[config.mk]
export PLATFORM = sky130hd
export DESIGN_NAME = wc_range_slot_allocator_unit
export DESIGN_NICKNAME = d
export VERILOG_FILES = /design/src/sv/wcrsa_pkg.sv /design/src/sv/wcrsa_size_unit.sv /design/src/sv/wcrsa_slot_scan.sv /design/src/sv/wc_range_slot_allocator_unit.sv
export VERILOG_INCLUDE_DIRS = /design/src /design/src/sv
export SDC_FILE = /design/constraint.sdc
export NUM_CORES = 1
export LEC_CHECK = 0
export BUFFER_PORTS_ARGS = -buffer_cell sky130_fd_sc_hd__buf_4
export CAP_MARGIN = 20
export CORE_UTILIZATION = 44
export DETAILED_ROUTE_END_ITERATION = 8
export PLACE_DENSITY_LB_ADDON = 0.3
export SLEW_MARGIN = 10
export SYNTH_ARGS = -nofsm -noshare
export SYNTH_HDL_FRONTEND = slang
export SYNTH_HIERARCHICAL = 1
export SYNTH_SLANG_ARGS = --single-unit
export TNS_END_PERCENT = 10
[constraint.sdc]
create_clock -name clk -period 10 [get_ports clk]
set_clock_uncertainty 0.2 [all_clocks]
set_input_delay 2 -clock clk [delete_from_list [all_inputs] [get_ports clk]]
set_output_delay 2 -clock clk [all_outputs]
set_load 0.01 [all_outputs]
[src/sv/assert_macros.svh]
// ----------------------------------------------------------------------------
// Assertion macros
// Shared concurrent assertion forms for the range slot allocator.
// ----------------------------------------------------------------------------
`ifndef ASSERT_MACROS_SVH
`define ASSERT_MACROS_SVH

// Same-cycle implication, disabled while reset is high.
`define ASSERT_IMPLIES(label, clk, rst, ante, cons, msg) \
  label: assert property (@(posedge clk) disable iff (rst) (ante) |-> (cons)) \
    else $error(msg);

// Next-cycle implication, disabled while reset is high.
`define ASSERT_NEXT(label, clk, rst, ante, cons, msg) \
  label: assert property (@(posedge clk) disable iff (rst) (ante) |=> (cons)) \
    else $error(msg);

`endif

[src/sv/wcrsa_pkg.sv]
// ----------------------------------------------------------------------------
// wcrsa_pkg
// Widths, codes and status types shared by the range slot allocator modules.
// ----------------------------------------------------------------------------
package wcrsa_pkg;

  localparam int ADDR_W      = 52;  // address and length fields
  localparam int SIZE_W      = 54;  // rounded end, region size
  localparam int WORD_W      = 64;  // base and mask words
  localparam int STATUS_W    = 3;
  localparam int SLOT_W      = 4;
  localparam int MAP_SLOTS   = 16;  // bits in the used map
  localparam int MAX_SLOTS   = 16;
  localparam int EFF_SLOTS   = (MAX_SLOTS < MAP_SLOTS) ? MAX_SLOTS : MAP_SLOTS;
  localparam int SLOT_CNT_W  = 5;
  localparam int PBITS_W     = 6;
  localparam int PAGE_BITS   = 12;
  localparam int CFG_IDX_W   = 2;
  localparam int CFG_DATA_W  = 16;

  localparam logic [PBITS_W-1:0] PBITS_MIN     = 6'd32;
  localparam logic [PBITS_W-1:0] PBITS_MAX     = 6'd52;
  localparam logic [PBITS_W-1:0] PBITS_DEFAULT = 6'd36;

  localparam logic [SLOT_CNT_W-1:0] SLOT_COUNT_RESET = 5'd8;

  localparam logic [WORD_W-1:0] TYPE_WC   = 64'h1;
  localparam logic [WORD_W-1:0] VALID_BIT = 64'h800;
  localparam logic [WORD_W-1:0] PAGE_LOW  = 64'hfff;

  // Configuration register indexes.
  localparam logic [CFG_IDX_W-1:0] CFG_WC_AVAILABLE   = 2'd0;
  localparam logic [CFG_IDX_W-1:0] CFG_SLOT_COUNT     = 2'd1;
  localparam logic [CFG_IDX_W-1:0] CFG_PHYS_ADDR_BITS = 2'd2;
  localparam logic [CFG_IDX_W-1:0] CFG_PREOWNED_SLOTS = 2'd3;

  // Result status codes.
  localparam logic [STATUS_W-1:0] ST_OK       = 3'd0;
  localparam logic [STATUS_W-1:0] ST_ZERO_LEN = 3'd1;
  localparam logic [STATUS_W-1:0] ST_NO_WC    = 3'd2;
  localparam logic [STATUS_W-1:0] ST_NO_SLOTS = 3'd3;
  localparam logic [STATUS_W-1:0] ST_NO_FREE  = 3'd4;

  // Outcome of a slot scan, valid for one cycle.
  typedef struct packed {
    logic hit;
    logic miss;
  } scan_stat_t;

endpackage

[src/sv/wcrsa_size_unit.sv]
// ----------------------------------------------------------------------------
// wcrsa_size_unit
// Doubles a power-of-two region size, one step a cycle, until the aligned
// region covers the page-rounded range.
// ----------------------------------------------------------------------------
module wcrsa_size_unit (
  input  logic                         clk,
  input  logic                         rst,
  input  logic                         load,
  input  logic [wcrsa_pkg::ADDR_W-1:0] addr,
  input  logic [wcrsa_pkg::ADDR_W-1:0] len,
  output logic                         found,
  output logic [wcrsa_pkg::SIZE_W-1:0] size,
  output logic [wcrsa_pkg::SIZE_W-1:0] low_mask,
  output logic [wcrsa_pkg::ADDR_W-1:0] base
);

  logic                         running;
  logic [wcrsa_pkg::ADDR_W-1:0] start_pg;
  logic [wcrsa_pkg::SIZE_W-1:0] end_pg;
  logic [wcrsa_pkg::SIZE_W-1:0] end_sum;
  logic [wcrsa_pkg::SIZE_W-1:0] base_full;
  logic [wcrsa_pkg::SIZE_W-1:0] cover_end;

  assign end_sum = {2'b00, addr} + {2'b00, len}
                 + wcrsa_pkg::SIZE_W'(wcrsa_pkg::PAGE_LOW);

  // low_mask always equals size - 1, so the aligned base needs no subtract.
  assign base_full = {2'b00, start_pg} & ~low_mask;
  assign cover_end = base_full + size;
  assign base      = base_full[wcrsa_pkg::ADDR_W-1:0];

  always_ff @(posedge clk) begin
    if (rst) begin
      running <= 1'b0;
      found   <= 1'b0;
    end else begin
      found <= 1'b0;
      if (load) begin
        start_pg <= {addr[wcrsa_pkg::ADDR_W-1:wcrsa_pkg::PAGE_BITS],
                     {wcrsa_pkg::PAGE_BITS{1'b0}}};
        end_pg   <= {end_sum[wcrsa_pkg::SIZE_W-1:wcrsa_pkg::PAGE_BITS],
                     {wcrsa_pkg::PAGE_BITS{1'b0}}};
        size     <= wcrsa_pkg::SIZE_W'(1) << wcrsa_pkg::PAGE_BITS;
        low_mask <= wcrsa_pkg::SIZE_W'(wcrsa_pkg::PAGE_LOW);
        running  <= 1'b1;
      end else if (running) begin
        if (cover_end >= end_pg) begin
          running <= 1'b0;
          found   <= 1'b1;
        end else begin
          size     <= {size[wcrsa_pkg::SIZE_W-2:0], 1'b0};
          low_mask <= {low_mask[wcrsa_pkg::SIZE_W-2:0], 1'b1};
        end
      end
    end
  end

endmodule

[src/sv/wcrsa_slot_scan.sv]
// ----------------------------------------------------------------------------
// wcrsa_slot_scan
// Walks the slot map one slot a cycle and reports the lowest free slot.
// ----------------------------------------------------------------------------
module wcrsa_slot_scan (
  input  logic                             clk,
  input  logic                             rst,
  input  logic                             load,
  input  logic [wcrsa_pkg::MAP_SLOTS-1:0]  used_in,
  input  logic [wcrsa_pkg::SLOT_CNT_W-1:0] count_in,
  output wcrsa_pkg::scan_stat_t            stat,
  output logic [wcrsa_pkg::SLOT_W-1:0]     slot
);

  logic                             running;
  logic [wcrsa_pkg::SLOT_CNT_W-1:0] idx;
  logic [wcrsa_pkg::SLOT_CNT_W-1:0] count;
  logic [wcrsa_pkg::MAP_SLOTS-1:0]  used;

  always_ff @(posedge clk) begin
    if (rst) begin
      running <= 1'b0;
      stat    <= '0;
    end else begin
      stat <= '0;
      if (load) begin
        idx     <= '0;
        count   <= count_in;
        used    <= used_in;
        running <= 1'b1;
      end else if (running) begin
        if (idx >= count) begin
          running   <= 1'b0;
          stat.miss <= 1'b1;
        end else if (!used[idx[wcrsa_pkg::SLOT_W-1:0]]) begin
          running  <= 1'b0;
          stat.hit <= 1'b1;
          slot     <= idx[wcrsa_pkg::SLOT_W-1:0];
        end else begin
          idx <= idx + 1'b1;
        end
      end
    end
  end

endmodule

[src/sv/wc_range_slot_allocator_unit.sv]
// ----------------------------------------------------------------------------
// wc_range_slot_allocator_unit
// Covers a physical range with one naturally aligned power-of-two region,
// claims the lowest free variable range slot and builds its base and mask.
// ----------------------------------------------------------------------------
//
// Channel   Direction  Handshake            Words
// request   in         start & !busy        range_start_addr, range_length
// result    out        done (one cycle)     status, slot_index, base_word,
//                                           mask_word, region_size
// config    in         cfg_we               cfg_index, cfg_data
//
// A request with zero length, no write-combining support or no slots is
// answered in the cycle after acceptance, and busy never rises for it.
// Any other request runs the size steps (one compare per candidate size from
// 4 KiB up), then the slot steps (one per slot inspected, plus one when none
// is free), before done rises.
// Reset is synchronous; the receiver cannot stall, done is high one cycle.
// ----------------------------------------------------------------------------
`include "assert_macros.svh"

module wc_range_slot_allocator_unit (
  input  logic                               clk,
  input  logic                               rst,
  input  logic                               start,
  output logic                               busy,
  input  logic [wcrsa_pkg::ADDR_W-1:0]       range_start_addr,
  input  logic [wcrsa_pkg::ADDR_W-1:0]       range_length,
  input  logic                               cfg_we,
  input  logic [wcrsa_pkg::CFG_IDX_W-1:0]    cfg_index,
  input  logic [wcrsa_pkg::CFG_DATA_W-1:0]   cfg_data,
  output logic                               done,
  output logic [wcrsa_pkg::STATUS_W-1:0]     status,
  output logic [wcrsa_pkg::SLOT_W-1:0]       slot_index,
  output logic [wcrsa_pkg::WORD_W-1:0]       base_word,
  output logic [wcrsa_pkg::WORD_W-1:0]       mask_word,
  output logic [wcrsa_pkg::SIZE_W-1:0]       region_size
);

  typedef enum logic [1:0] {
    S_IDLE,
    S_SIZE,
    S_SCAN
  } state_t;

  state_t state;

  // Configuration registers.
  logic                               wc_available;
  logic [wcrsa_pkg::SLOT_CNT_W-1:0]   slot_count;
  logic [wcrsa_pkg::PBITS_W-1:0]      phys_addr_bits;
  logic [wcrsa_pkg::MAP_SLOTS-1:0]    preowned_slots;

  // Slots claimed by earlier requests.
  logic [wcrsa_pkg::MAP_SLOTS-1:0]    slot_used_map;

  logic                               accept;
  logic                               early_err;
  logic [wcrsa_pkg::STATUS_W-1:0]     early_code;
  logic                               sz_load;
  logic                               sz_found;
  logic [wcrsa_pkg::SIZE_W-1:0]       sz_size;
  logic [wcrsa_pkg::SIZE_W-1:0]       sz_low_mask;
  logic [wcrsa_pkg::ADDR_W-1:0]       sz_base;
  logic                               scan_load;
  wcrsa_pkg::scan_stat_t              scan_stat;
  logic [wcrsa_pkg::SLOT_W-1:0]       scan_slot;
  logic [wcrsa_pkg::SLOT_CNT_W-1:0]   eff_count;
  logic [wcrsa_pkg::PBITS_W-1:0]      pbits;
  logic [wcrsa_pkg::WORD_W-1:0]       width_mask;
  logic [wcrsa_pkg::WORD_W-1:0]       mask_value;
  logic [wcrsa_pkg::WORD_W-1:0]       base_value;

  assign accept = start && !busy;

  // Early rejects, in priority order: zero length, then no write combining,
  // then no slots at all.
  always_comb begin
    early_err  = 1'b1;
    early_code = wcrsa_pkg::ST_ZERO_LEN;
    if (range_length == '0) begin
      early_code = wcrsa_pkg::ST_ZERO_LEN;
    end else if (!wc_available) begin
      early_code = wcrsa_pkg::ST_NO_WC;
    end else if (slot_count == '0) begin
      early_code = wcrsa_pkg::ST_NO_SLOTS;
    end else begin
      early_err  = 1'b0;
      early_code = wcrsa_pkg::ST_OK;
    end
  end

  assign sz_load   = accept && !early_err;
  assign scan_load = (state == S_SIZE) && sz_found;

  // Slot counts beyond the map are clipped to the slots that exist.
  assign eff_count =
    (slot_count > wcrsa_pkg::SLOT_CNT_W'(wcrsa_pkg::EFF_SLOTS))
      ? wcrsa_pkg::SLOT_CNT_W'(wcrsa_pkg::EFF_SLOTS) : slot_count;

  // An address width outside the architectural range falls back to 36 bits.
  assign pbits = (phys_addr_bits < wcrsa_pkg::PBITS_MIN ||
                  phys_addr_bits > wcrsa_pkg::PBITS_MAX)
                   ? wcrsa_pkg::PBITS_DEFAULT : phys_addr_bits;

  assign width_mask = ~({wcrsa_pkg::WORD_W{1'b1}} << pbits);
  assign mask_value = (width_mask
                       & ~wcrsa_pkg::WORD_W'(sz_low_mask)
                       & ~wcrsa_pkg::PAGE_LOW)
                      | wcrsa_pkg::VALID_BIT;
  assign base_value = (wcrsa_pkg::WORD_W'(sz_base) & ~wcrsa_pkg::PAGE_LOW)
                      | wcrsa_pkg::TYPE_WC;

  wcrsa_size_unit u_size (
    .clk      (clk),
    .rst      (rst),
    .load     (sz_load),
    .addr     (range_start_addr),
    .len      (range_length),
    .found    (sz_found),
    .size     (sz_size),
    .low_mask (sz_low_mask),
    .base     (sz_base)
  );

  wcrsa_slot_scan u_scan (
    .clk      (clk),
    .rst      (rst),
    .load     (scan_load),
    .used_in  (slot_used_map | preowned_slots),
    .count_in (eff_count),
    .stat     (scan_stat),
    .slot     (scan_slot)
  );

  // Configuration writes must arrive only while the block is idle; unchecked.
  always_ff @(posedge clk) begin
    if (rst) begin
      wc_available   <= 1'b1;
      slot_count     <= wcrsa_pkg::SLOT_COUNT_RESET;
      phys_addr_bits <= wcrsa_pkg::PBITS_DEFAULT;
      preowned_slots <= '0;
    end else if (cfg_we) begin
      unique case (cfg_index)
        wcrsa_pkg::CFG_WC_AVAILABLE:   wc_available   <= cfg_data[0];
        wcrsa_pkg::CFG_SLOT_COUNT:     slot_count     <= cfg_data[wcrsa_pkg::SLOT_CNT_W-1:0];
        wcrsa_pkg::CFG_PHYS_ADDR_BITS: phys_addr_bits <= cfg_data[wcrsa_pkg::PBITS_W-1:0];
        wcrsa_pkg::CFG_PREOWNED_SLOTS: preowned_slots <= cfg_data;
      endcase
    end
  end

  // Sequencer: early reject, or size search, then slot scan, then result word.
  always_ff @(posedge clk) begin
    if (rst) begin
      state         <= S_IDLE;
      busy          <= 1'b0;
      done          <= 1'b0;
      slot_used_map <= '0;
    end else begin
      done <= 1'b0;
      unique case (state)
        S_IDLE: begin
          if (accept) begin
            if (early_err) begin
              done        <= 1'b1;
              status      <= early_code;
              slot_index  <= '0;
              base_word   <= '0;
              mask_word   <= '0;
              region_size <= '0;
            end else begin
              state <= S_SIZE;
              busy  <= 1'b1;
            end
          end
        end
        S_SIZE: begin
          if (sz_found) begin
            state <= S_SCAN;
          end
        end
        S_SCAN: begin
          if (scan_stat.hit) begin
            state         <= S_IDLE;
            busy          <= 1'b0;
            done          <= 1'b1;
            status        <= wcrsa_pkg::ST_OK;
            slot_index    <= scan_slot;
            base_word     <= base_value;
            mask_word     <= mask_value;
            region_size   <= sz_size;
            slot_used_map <= slot_used_map
                             | (wcrsa_pkg::MAP_SLOTS'(1) << scan_slot);
          end else if (scan_stat.miss) begin
            state       <= S_IDLE;
            busy        <= 1'b0;
            done        <= 1'b1;
            status      <= wcrsa_pkg::ST_NO_FREE;
            slot_index  <= '0;
            base_word   <= '0;
            mask_word   <= '0;
            region_size <= '0;
          end
        end
        default: begin
          state <= S_IDLE;
          busy  <= 1'b0;
        end
      endcase
    end
  end

  // A result word is never shown while a request is still in progress.
  `ASSERT_IMPLIES(a_done_not_busy, clk, rst, done, !busy, "done while busy")

  // Every failed request returns all-zero payload.
  `ASSERT_IMPLIES(a_err_zero, clk, rst, done && status != wcrsa_pkg::ST_OK,
    slot_index == '0 && base_word == '0 && mask_word == '0 && region_size == '0,
    "error result carries nonzero payload")

  // A successful result claims its slot and reports a power-of-two region.
  `ASSERT_IMPLIES(a_ok_claim, clk, rst, done && status == wcrsa_pkg::ST_OK,
    slot_used_map[slot_index] && $onehot(region_size),
    "successful result without claimed slot or power-of-two size")

  // A zero-length request is rejected on the next cycle.
  `ASSERT_NEXT(a_zero_len, clk, rst, start && !busy && range_length == '0,
    done && status == wcrsa_pkg::ST_ZERO_LEN, "zero length not rejected")

endmodule

==> results of run 1 <==
## worst max-delay path, stage by stage, from the launching register on
cell,delay [ns]
edfxtp_1,0.37
nor2b_1,0.15
ha_1,0.22
fa_1,0.42
a21oi_1,0.20
a2bb2oi_1,0.28
a21oi_1,0.16
a32oi_1,0.48
o21ai_0,0.17
a21oi_1,0.33
o21ai_0,0.14
a21oi_1,0.19
xnor2_1,0.18
ha_1,0.29
nor2b_1,0.14
o21ai_0,0.12
and4b_1,0.26
o211ai_1,0.15
a31oi_1,0.35
a31o_4,0.49
buf_16,0.34
## per-layer routing
metal	up-vias	wire, um
met5	-	0
met4	0	1450
met3	68	2940
met2	505	25000
met1	7142	24500
li1	7317	-
## registers in the layout, indices dropped and copies added, names as in the netlist, 2 cells and up
register / flops
slot_count: 5
preowned_slots: 16
slot_used_map: 16
state: 2
u_size/start_pg: 40
u_scan/count: 5
slot_index: 4
u_scan/idx: 5
u_scan/used: 16
u_size/low_mask: 40
phys_addr_bits: 6
u_scan/stat: 2
u_size/size: 42
mask_word: 51
status: 3
region_size: 54
u_size/end_pg: 42
base_word: 41
u_scan/slot: 4
## cell type report
class	instances	area [um2]
clock buffers	55	1110
clock inverters	20	198
fillers	4204	22500
inverters	126	473
multi-input cells	1320	9300
flip-flops and latches	400	11500
well taps	615	769
repair buffers	287	2170
## through the flow
step | std cells | hold slack, ns | total power (W) | setup slack, ns | utilization (%)
after global placement | 2747 | 0.239 | 0.00281 | 3.88 | 50.3
final | 2823 | 0.249 | 0.00430 | 3.98 | 53.1
after CTS | 2823 | 0.253 | 0.00434 | 3.94 | 53.1
after floorplan | 1945 | 0.229 | 0.00258 | 1.41 | -
after detailed placement | 2748 | 0.245 | 0.00283 | 3.85 | 50.4
after global routing | 2823 | 0.272 | 0.00450 | 3.53 | 53.1
## how the worst max path moves through the flow
stage                                    from                   to  slack (ns)  cells past startpoint
after floorplan              range_length[20]  u_size/low_mask[12]        1.41                      8
after global placement    u_size/start_pg[12]      u_size/size[12]        3.88                     19
after CTS                 u_size/start_pg[12]      u_size/size[12]        3.94                     20
after global routing      u_size/start_pg[12]      u_size/size[13]        3.53                     20
final                     u_size/start_pg[12]  u_size/low_mask[13]        3.98                     20
after detailed placement     range_length[21]       region_size[2]        3.85                      6
## power by group through the flow
stage / logic, W / registers [W] / clock network (W)
floorplan: 0.000584 / 0.00199 / 0
global placement: 0.000795 / 0.00201 / 0
detailed placement: 0.000817 / 0.00201 / 0
CTS: 0.000823 / 0.00198 / 0.00154
global route: 0.000921 / 0.00199 / 0.00159
finish: 0.000824 / 0.00198 / 0.00149
==> impl_metrics.json, run 1 <==
{
  "outcome": "complete, no violations",
  "r2r_start": "u_size/start_pg[12]",
  "cap_viol_max_count": 0,
  "reg2regPathDepth": 20,
  "cts_made_buffers": 41,
  "synth.avg_cell_area_um2": 11.4,
  "cts_root_buffer": "clkbuf_16",
  "post_cts_resized": 0,
  "antenna_left": 0,
  "layout-drive-gt1-share_pct": 17.8,
  "busiest_layer": "met2",
  "critPathKind": "reg2reg",
  "grt_pass1_vias": 14900,
  "grt_max_degree": 103,
  "antenna_found_initial": 2,
  "path_max_fanout": 57,
  "first_pass_iters": 5,
  "worstPathArrival_ns": 6.04,
  "place_area_mm2": 0.0242,
  "postCtsHoldBufs": 0,
  "vias_per_cell": 5.32,
  "clk_latency_ns": 0.56,
  "fin_nets": 2492,
  "syn-instance-count": 1889,
  "io_buffers": 281,
  "hold_class": "reg2reg",
  "final_design_area_no_fill_mm2": 0.0255,
  "min_to": "preowned_slots[11]",
  "die_w_um": 223,
  "hp-start": "preowned_slots[11]",
  "met1_usage_pct": 29.7,
  "r2r-end": "u_size/low_mask[13]",
  "startpoint_type": "flip-flop",
  "areaGrowthSynthToFinish_pct": 18.3,
  "required_ns": 10.01,
  "power.share.combinational_pct": 19.2,
  "hold_path_depth": 2,
  "clkPwrFrac_pct": 34.7,
  "slew_violations": 0,
  "rrSetupSlack_ns": 3.98,
  "core-area_mm2": 0.0480,
  "grtUsageTotal_pct": 21.4,
  "rsz0062_at_grt": "false",
  "clk_pin_slew_worst_paths_ns": 0.06,
  "tightestPinTransition_ns": 1.07,
  "grt_overflow": 0,
  "max_slew_margin_pct": 28.6,
  "endpoint_kind": "flip-flop",
  "cts-htree-levels": 2,
  "cts_tree": "yes",
  "start_util_pct": 44.9,
  "place.gp.congestion": 0.866,
  "grtUsageMet3_pct": 2.66,
  "period_minus_slack_ns": 6.02,
  "drcViolationCount": 0,
  "synth_area_mm2": 0.0216,
  "post_cts_buffers": 0,
  "final_common_cell": "edfxtp_1",
  "leakagePower_nw": 10.7,
  "fp.dieH_um": 223,
  "yosys_warnings": 6,
  "power.internal_w": 0.00313,
  "setup_viol": 0,
  "diodes": 0,
  "fin_setup_tns_ns": 0,
  "grt_pass1_wl_um": 82400,
  "timing_hold_violations_final": 0,
  "die-area_mm2": 0.0499,
  "wl_per_cell_um": 19.1,
  "use_met2_pct": 34.9,
  "seqPwrFrac_pct": 46.1,
  "vias": 15000,
  "max_freq_ghz": 0.166,
  "drt-total-wl_um": 53900,
  "rows": 80,
  "final_cell_mix": "edfxtp_1, buf_4, ha_1",
  "cts.sinks": 400,
  "period_share_pct": 60.2,
  "powerDensity_mw_per_mm2": 168,
  "switching_power_w": 0.00116,
  "drtIter0Drc": 937,
  "cts_buffer_depth": 3,
  "swShare_pct": 27.1,
  "dp_hpwl_um": 41800,
  "vdd_drop_max_mv": 0.107,
  "pin_count": 317
}
Note: power is estimated with default switching activity, not from simulation.
==> run 2: changes to the inputs <==
Settings changed: ABC_AREA from default to 1.
Clock period 10 ns to 5.6 ns, I/O delays scaled along.
==> run 2 against run 1 <==
  * Routed wire length grew 24%
  * Final area is 12% higher
  * Fmax is 23% higher
  * Worst setup slack lost 3.3 ns
  * Critical path depth is 3 higher
  * Die area grew 12%
  * Count of clock-buffer cells in the layout down 1
  * Hold slack got worse by 0.0054 ns
  * Utilization fell by 0.37 points
  * Cell count up 41%
  * Global-route usage up 2.3 points
  * Synthesized cell count increased by 55%
==> impl_metrics.json, run 2 <==
{
  "outcome": "complete, no violations",
  "finalPower_w": 0.00845,
  "place.gp.congestion": 0.956,
  "antenna_left": 0,
  "syn-instance-count": 2927,
  "drcViolationCount": 0,
  "pin_count": 317,
  "worst_hold_slack_ns": 0.244,
  "cts_buffer_depth": 3,
  "rrSetupSlack_ns": 0.71,
  "cts_made_buffers": 40,
  "period_minus_slack_ns": 4.89,
  "grt_pass1_wl_um": 103000,
  "drt-total-wl_um": 66800,
  "period_share_pct": 87.3,
  "powerDensity_mw_per_mm2": 296,
  "grt_overflow": 0,
  "clk_pin_slew_worst_paths_ns": 0.06,
  "tightestPinTransition_ns": 0.875,
  "cts_root_buffer": "clkbuf_16",
  "io_buffers": 281,
  "final_common_cell": "nand2_1",
  "diodes": 0,
  "core-area_mm2": 0.0541,
  "vias": 19500,
  "layout-drive-gt1-share_pct": 14.3,
  "timing_hold_violations_final": 0,
  "required_ns": 5.70,
  "postCtsHoldBufs": 0,
  "setup_viol": 0,
  "final_util_pct": 52.7,
  "worstPathArrival_ns": 4.99,
  "die_w_um": 237,
  "vias_per_cell": 4.91,
  "cts_tree": "yes",
  "fp.dieH_um": 237,
  "dp.cells": 3893,
  "final_design_area_no_fill_mm2": 0.0285,
  "cts-htree-levels": 2,
  "die-area_mm2": 0.0561,
  "clk_latency_ns": 0.55,
  "leakagePower_nw": 13.6,
  "dp_hpwl_um": 54500,
  "synth.avg_cell_area_um2": 8.29,
  "cap_viol_max_count": 0,
  "drtIter0Drc": 1171,
  "regMostFlops": "region_size",
  "synth_area_mm2": 0.0243,
  "yosys_warnings": 6,
  "vdd_drop_max_mv": 0.229,
  "path_max_fanout": 33,
  "hold_class": "reg2reg",
  "fillers": 5189,
  "post_cts_buffers": 0,
  "place_area_mm2": 0.0271,
  "start_util_pct": 44.8,
  "top_regs": "region_size (54), mask_word (51)",
  "max_slew_margin_pct": 41.7,
  "slew_violations": 0,
  "rows": 85,
  "largest_reg_flops": 54,
  "rsz0062_at_grt": "false",
  "post_cts_resized": 0,
  "endpoint_kind": "flip-flop",
  "instances_no_fill": 3968,
  "areaGrowthSynthToFinish_pct": 17.6,
  "fin_nets": 3556,
  "final_cell_mix": "nand2_1, inv_1, nor2_1",
  "first_pass_iters": 5,
  "wl_per_cell_um": 16.8,
  "max_freq_ghz": 0.205,
  "grt_pass1_vias": 19000,
  "grt_max_degree": 84,
  "grtUsageTotal_pct": 23.7,
  "critPathKind": "reg2reg",
  "antenna_found_initial": 1,
  "cts.sinks": 400,
  "startpoint_type": "flip-flop"
}
[run 2: per-layer routing]
layer | up-vias | track usage, % | wire [um]
li1 | 9936 | - | -
met1 | 8934 | 31.0 | 29400
met2 | 514 | 40.6 | 32100
met3 | 106 | 2.80 | 3060
met4 | 0 | 8.05 | 2170
met5 | - | 0 | 0
[run 2: where the power goes]
| group | switching (W) | internal, W |
|---|---|---|
| Clock | 0.00116 | 0.00160 |
| Sequential | 0.000120 | 0.00353 |
| Combinational | 0.00132 | 0.000722 |
[run 2: worst max-delay path, cell delays in order, from the launching register on]
cell and delay (ns):
edfxtp_1 0.44, nor2_1 0.33, ha_1 0.37, fa_1 0.34
nand3_1 0.12, nand2_2 0.14, nand2_1 0.08, nand2_2 0.10
nand4_1 0.12, nand3_2 0.19, nand2_1 0.14, nand3_1 0.10
nand2_1 0.06, ha_1 0.27, nand2_1 0.06, nor2_1 0.15
nand4_1 0.16, nor2_1 0.17, nand2_1 0.06, nor2_1 0.08
nand3_1 0.09, nand4_1 0.17, nand2_4 0.31, buf_4 0.34
[run 2: cell type report]
| type | instances | area (um2) | area share [%] |
|---|---|---|---|
| multi-input cells | 1928 | 10300 | 36.3 |
| clock buffers | 54 | 1190 | 4.16 |
| flip-flops and latches | 400 | 11500 | 40.2 |
| repair buffers | 297 | 2300 | 8.06 |
| well taps | 696 | 871 | 3.05 |
| clock inverters | 20 | 193 | 0.675 |
| inverters | 573 | 2150 | 7.55 |
[run 2: metrics by stage]
stage	setup WS, ns	TNS [ns]
after floorplan	-1.02	-83.54
after global placement	0.739	0
after detailed placement	0.735	0
after CTS	0.687	0
after global routing	0.423	0
final	0.711	0
[run 2: worst paths after layout]
kind	from	to	depth (start not counted)
max	u_size/low_mask[12]	u_size/low_mask[35]	23
min	preowned_slots[7]	preowned_slots[7]	2
max reg2reg	u_size/low_mask[12]	u_size/low_mask[35]	23
min reg2reg	preowned_slots[7]	preowned_slots[7]	2
==> run 3: changes to the inputs <==
Settings changed: REMOVE_ABC_BUFFERS from default to 1.
==> run 3 against run 2 <==
  * Count of clock-buffer cells in the layout shrank 5
  * Critical path type unchanged
  * Fmax up 5.0%
  * Flip-flop and latch count did not move
  * Combinational power barely moved
  * Cell count unchanged
  * Die area did not move
  * Highest routed layer unchanged
  * Global-route usage shrank 0.12 points
==> impl_metrics.json, run 3 (same netlist as run 2, synthesis figures left out) <==
{
  "final_design_area_no_fill_mm2": 0.0286,
  "vias_per_cell": 4.90,
  "core-area_mm2": 0.0541,
  "final_util_pct": 52.8,
  "cts.sinks": 400,
  "antenna_left": 0,
  "dp_hpwl_um": 54100,
  "grt_pass1_wl_um": 102000,
  "top_regs": "region_size (54), mask_word (51)",
  "powerDensity_mw_per_mm2": 299,
  "cp_slowest_stage_delay_ns": 0.43,
  "drtIter0Drc": 1230,
  "path_common_cell": "nand2_1",
  "areaGrowthSynthToFinish_pct": 17.7,
  "hp-start": "preowned_slots[7]",
  "crit_start": "u_size/low_mask[12]",
  "worst_hold_slack_ns": 0.243,
  "first_pass_iters": 6,
  "fin_nets": 3558,
  "cts_root_buffer": "clkbuf_16",
  "wl_per_cell_um": 16.8,
  "worstPathArrival_ns": 4.75,
  "grt_pass1_vias": 18800,
  "cts-htree-levels": 2,
  "vdd_drop_max_mv": 0.247,
  "outcome": "complete, no violations",
  "cts_buffer_depth": 3,
  "endpoint_kind": "flip-flop",
  "path_delay_family": "simple AND/OR/NAND/NOR gates",
  "regMostFlops": "region_size",
  "tightestPinTransition_ns": 1.11,
  "path_max_fanout": 29,
  "r2r_start": "u_size/low_mask[12]",
  "post-place-ws_ns": 0.962,
  "startpoint_type": "flip-flop",
  "start_util_pct": 44.8,
  "drt-total-wl_um": 66600,
  "largest_reg_flops": 54,
  "post_cts_resized": 0,
  "clk_latency_ns": 0.55,
  "antenna_found_initial": 1,
  "period_minus_slack_ns": 4.66,
  "max_freq_ghz": 0.215,
  "critPathKind": "reg2reg",
  "fin_setup_tns_ns": 0,
  "layout-drive-gt1-share_pct": 14.4,
  "setup_viol": 0,
  "cp.buffers_inverters": 1,
  "die_w_um": 237,
  "drcViolationCount": 0,
  "post_cts_buffers": 0,
  "final_common_cell": "nand2_1",
  "pin_count": 317,
  "grt_max_degree": 84,
  "place_area_mm2": 0.0272,
  "cts_made_buffers": 41,
  "fp.dieH_um": 237,
  "leakagePower_nw": 13.6,
  "rsz0062_at_grt": "false",
  "slew_violations": 0,
  "postCtsHoldBufs": 0,
  "hold_class": "reg2reg",
  "crit_chain": "nor2_1 > ha_1 > fa_1 > nand3_1 > nand2_2 > nand2_1 > nand2_2 > nand4_1 > nand3_2 > nand2_1 > nand3_1 > nand2_1 > ha_1 > nand2_1 > nor2_1 > nand4_1 > nor2_1 > nand2_1 > nor2_1 > nand3_1 > nand4_1 > nand2_4 > buf_4",
  "final_cell_mix": "nand2_1, inv_1, nor2_1",
  "rows": 85,
  "place.gp.congestion": 0.979,
  "vias": 19400,
  "grt_overflow": 0,
  "setup_ws_ns": 0.943,
  "max_slew_margin_pct": 26.2,
  "crit_slowest_cell": "edfxtp_1",
  "period_share_pct": 83.2,
  "timing_hold_violations_final": 0,
  "grtUsageTotal_pct": 23.6,
  "required_ns": 5.69,
  "io_buffers": 281,
  "die-area_mm2": 0.0561,
  "cts_tree": "yes",
  "clk_pin_slew_worst_paths_ns": 0.06,
  "cap_viol_max_count": 0
}
-- run 3: through the flow --
| step | instances | power, W |
|---|---|---|
| CTS | 3967 | 0.00859 |
| finish | 3968 | 0.00854 |
| global placement | 3895 | 0.00573 |
| global route | 3967 | 0.00897 |
| detailed placement | 3895 | 0.00574 |
| floorplan | 2901 | 0.00501 |
-- run 3: per-layer routing --
metal / track usage [%] / wire (um) / vias up / share of wire (%)
met1: 31.0 / 29600 / 8896 / 44
met3: 2.56 / 2980 / 103 / 4.5
met2: 40.3 / 31900 / 505 / 48
li1: - / - / 9935 / -
met4: 8.17 / 2180 / 0 / 3.3
met5: 0 / 0 / - / 0
-- run 3: cell type report --
class	count	area [um2]
timing repair buffer	298	2310
multi-input combinational	1928	10300
clock buffer	49	1090
antenna	1	2.50
fill	5087	25600
clock inverter	23	310
inverter	573	2150
tap	696	871
sequential	400	11500
-- run 3: power by group --
group	internal, W	switching, W
registers	0.00353	0.000120
clock network	0.00168	0.00116
logic	0.000726	0.00132
total	0.00594	0.00260
-- run 3: worst register-to-register path: stages, from the launching register on --
cell and delay [ns]:
edfxtp_1 0.43, nor2_1 0.18, ha_1 0.33, fa_1 0.35, nand3_1 0.12, nand2_2 0.12, nand2_1 0.08, nand2_2 0.10
nand4_1 0.13, nand3_2 0.17, nand2_1 0.14, nand3_1 0.10, nand2_1 0.06, ha_1 0.27, nand2_1 0.06, nor2_1 0.13
nand4_1 0.17, nor2_1 0.17, nand2_1 0.07, nor2_1 0.09, nand3_1 0.10, nand4_1 0.18, nand2_4 0.30, buf_4 0.34
-- run 3: path summary, 6_finish.rpt --
check	end	slack [ns]	cells past startpoint
setup / recovery	u_size/low_mask[42]	0.94	23
hold / removal	preowned_slots[7]	0.24	2
setup reg to reg	u_size/low_mask[42]	0.94	23
hold reg to reg	preowned_slots[7]	0.24	2
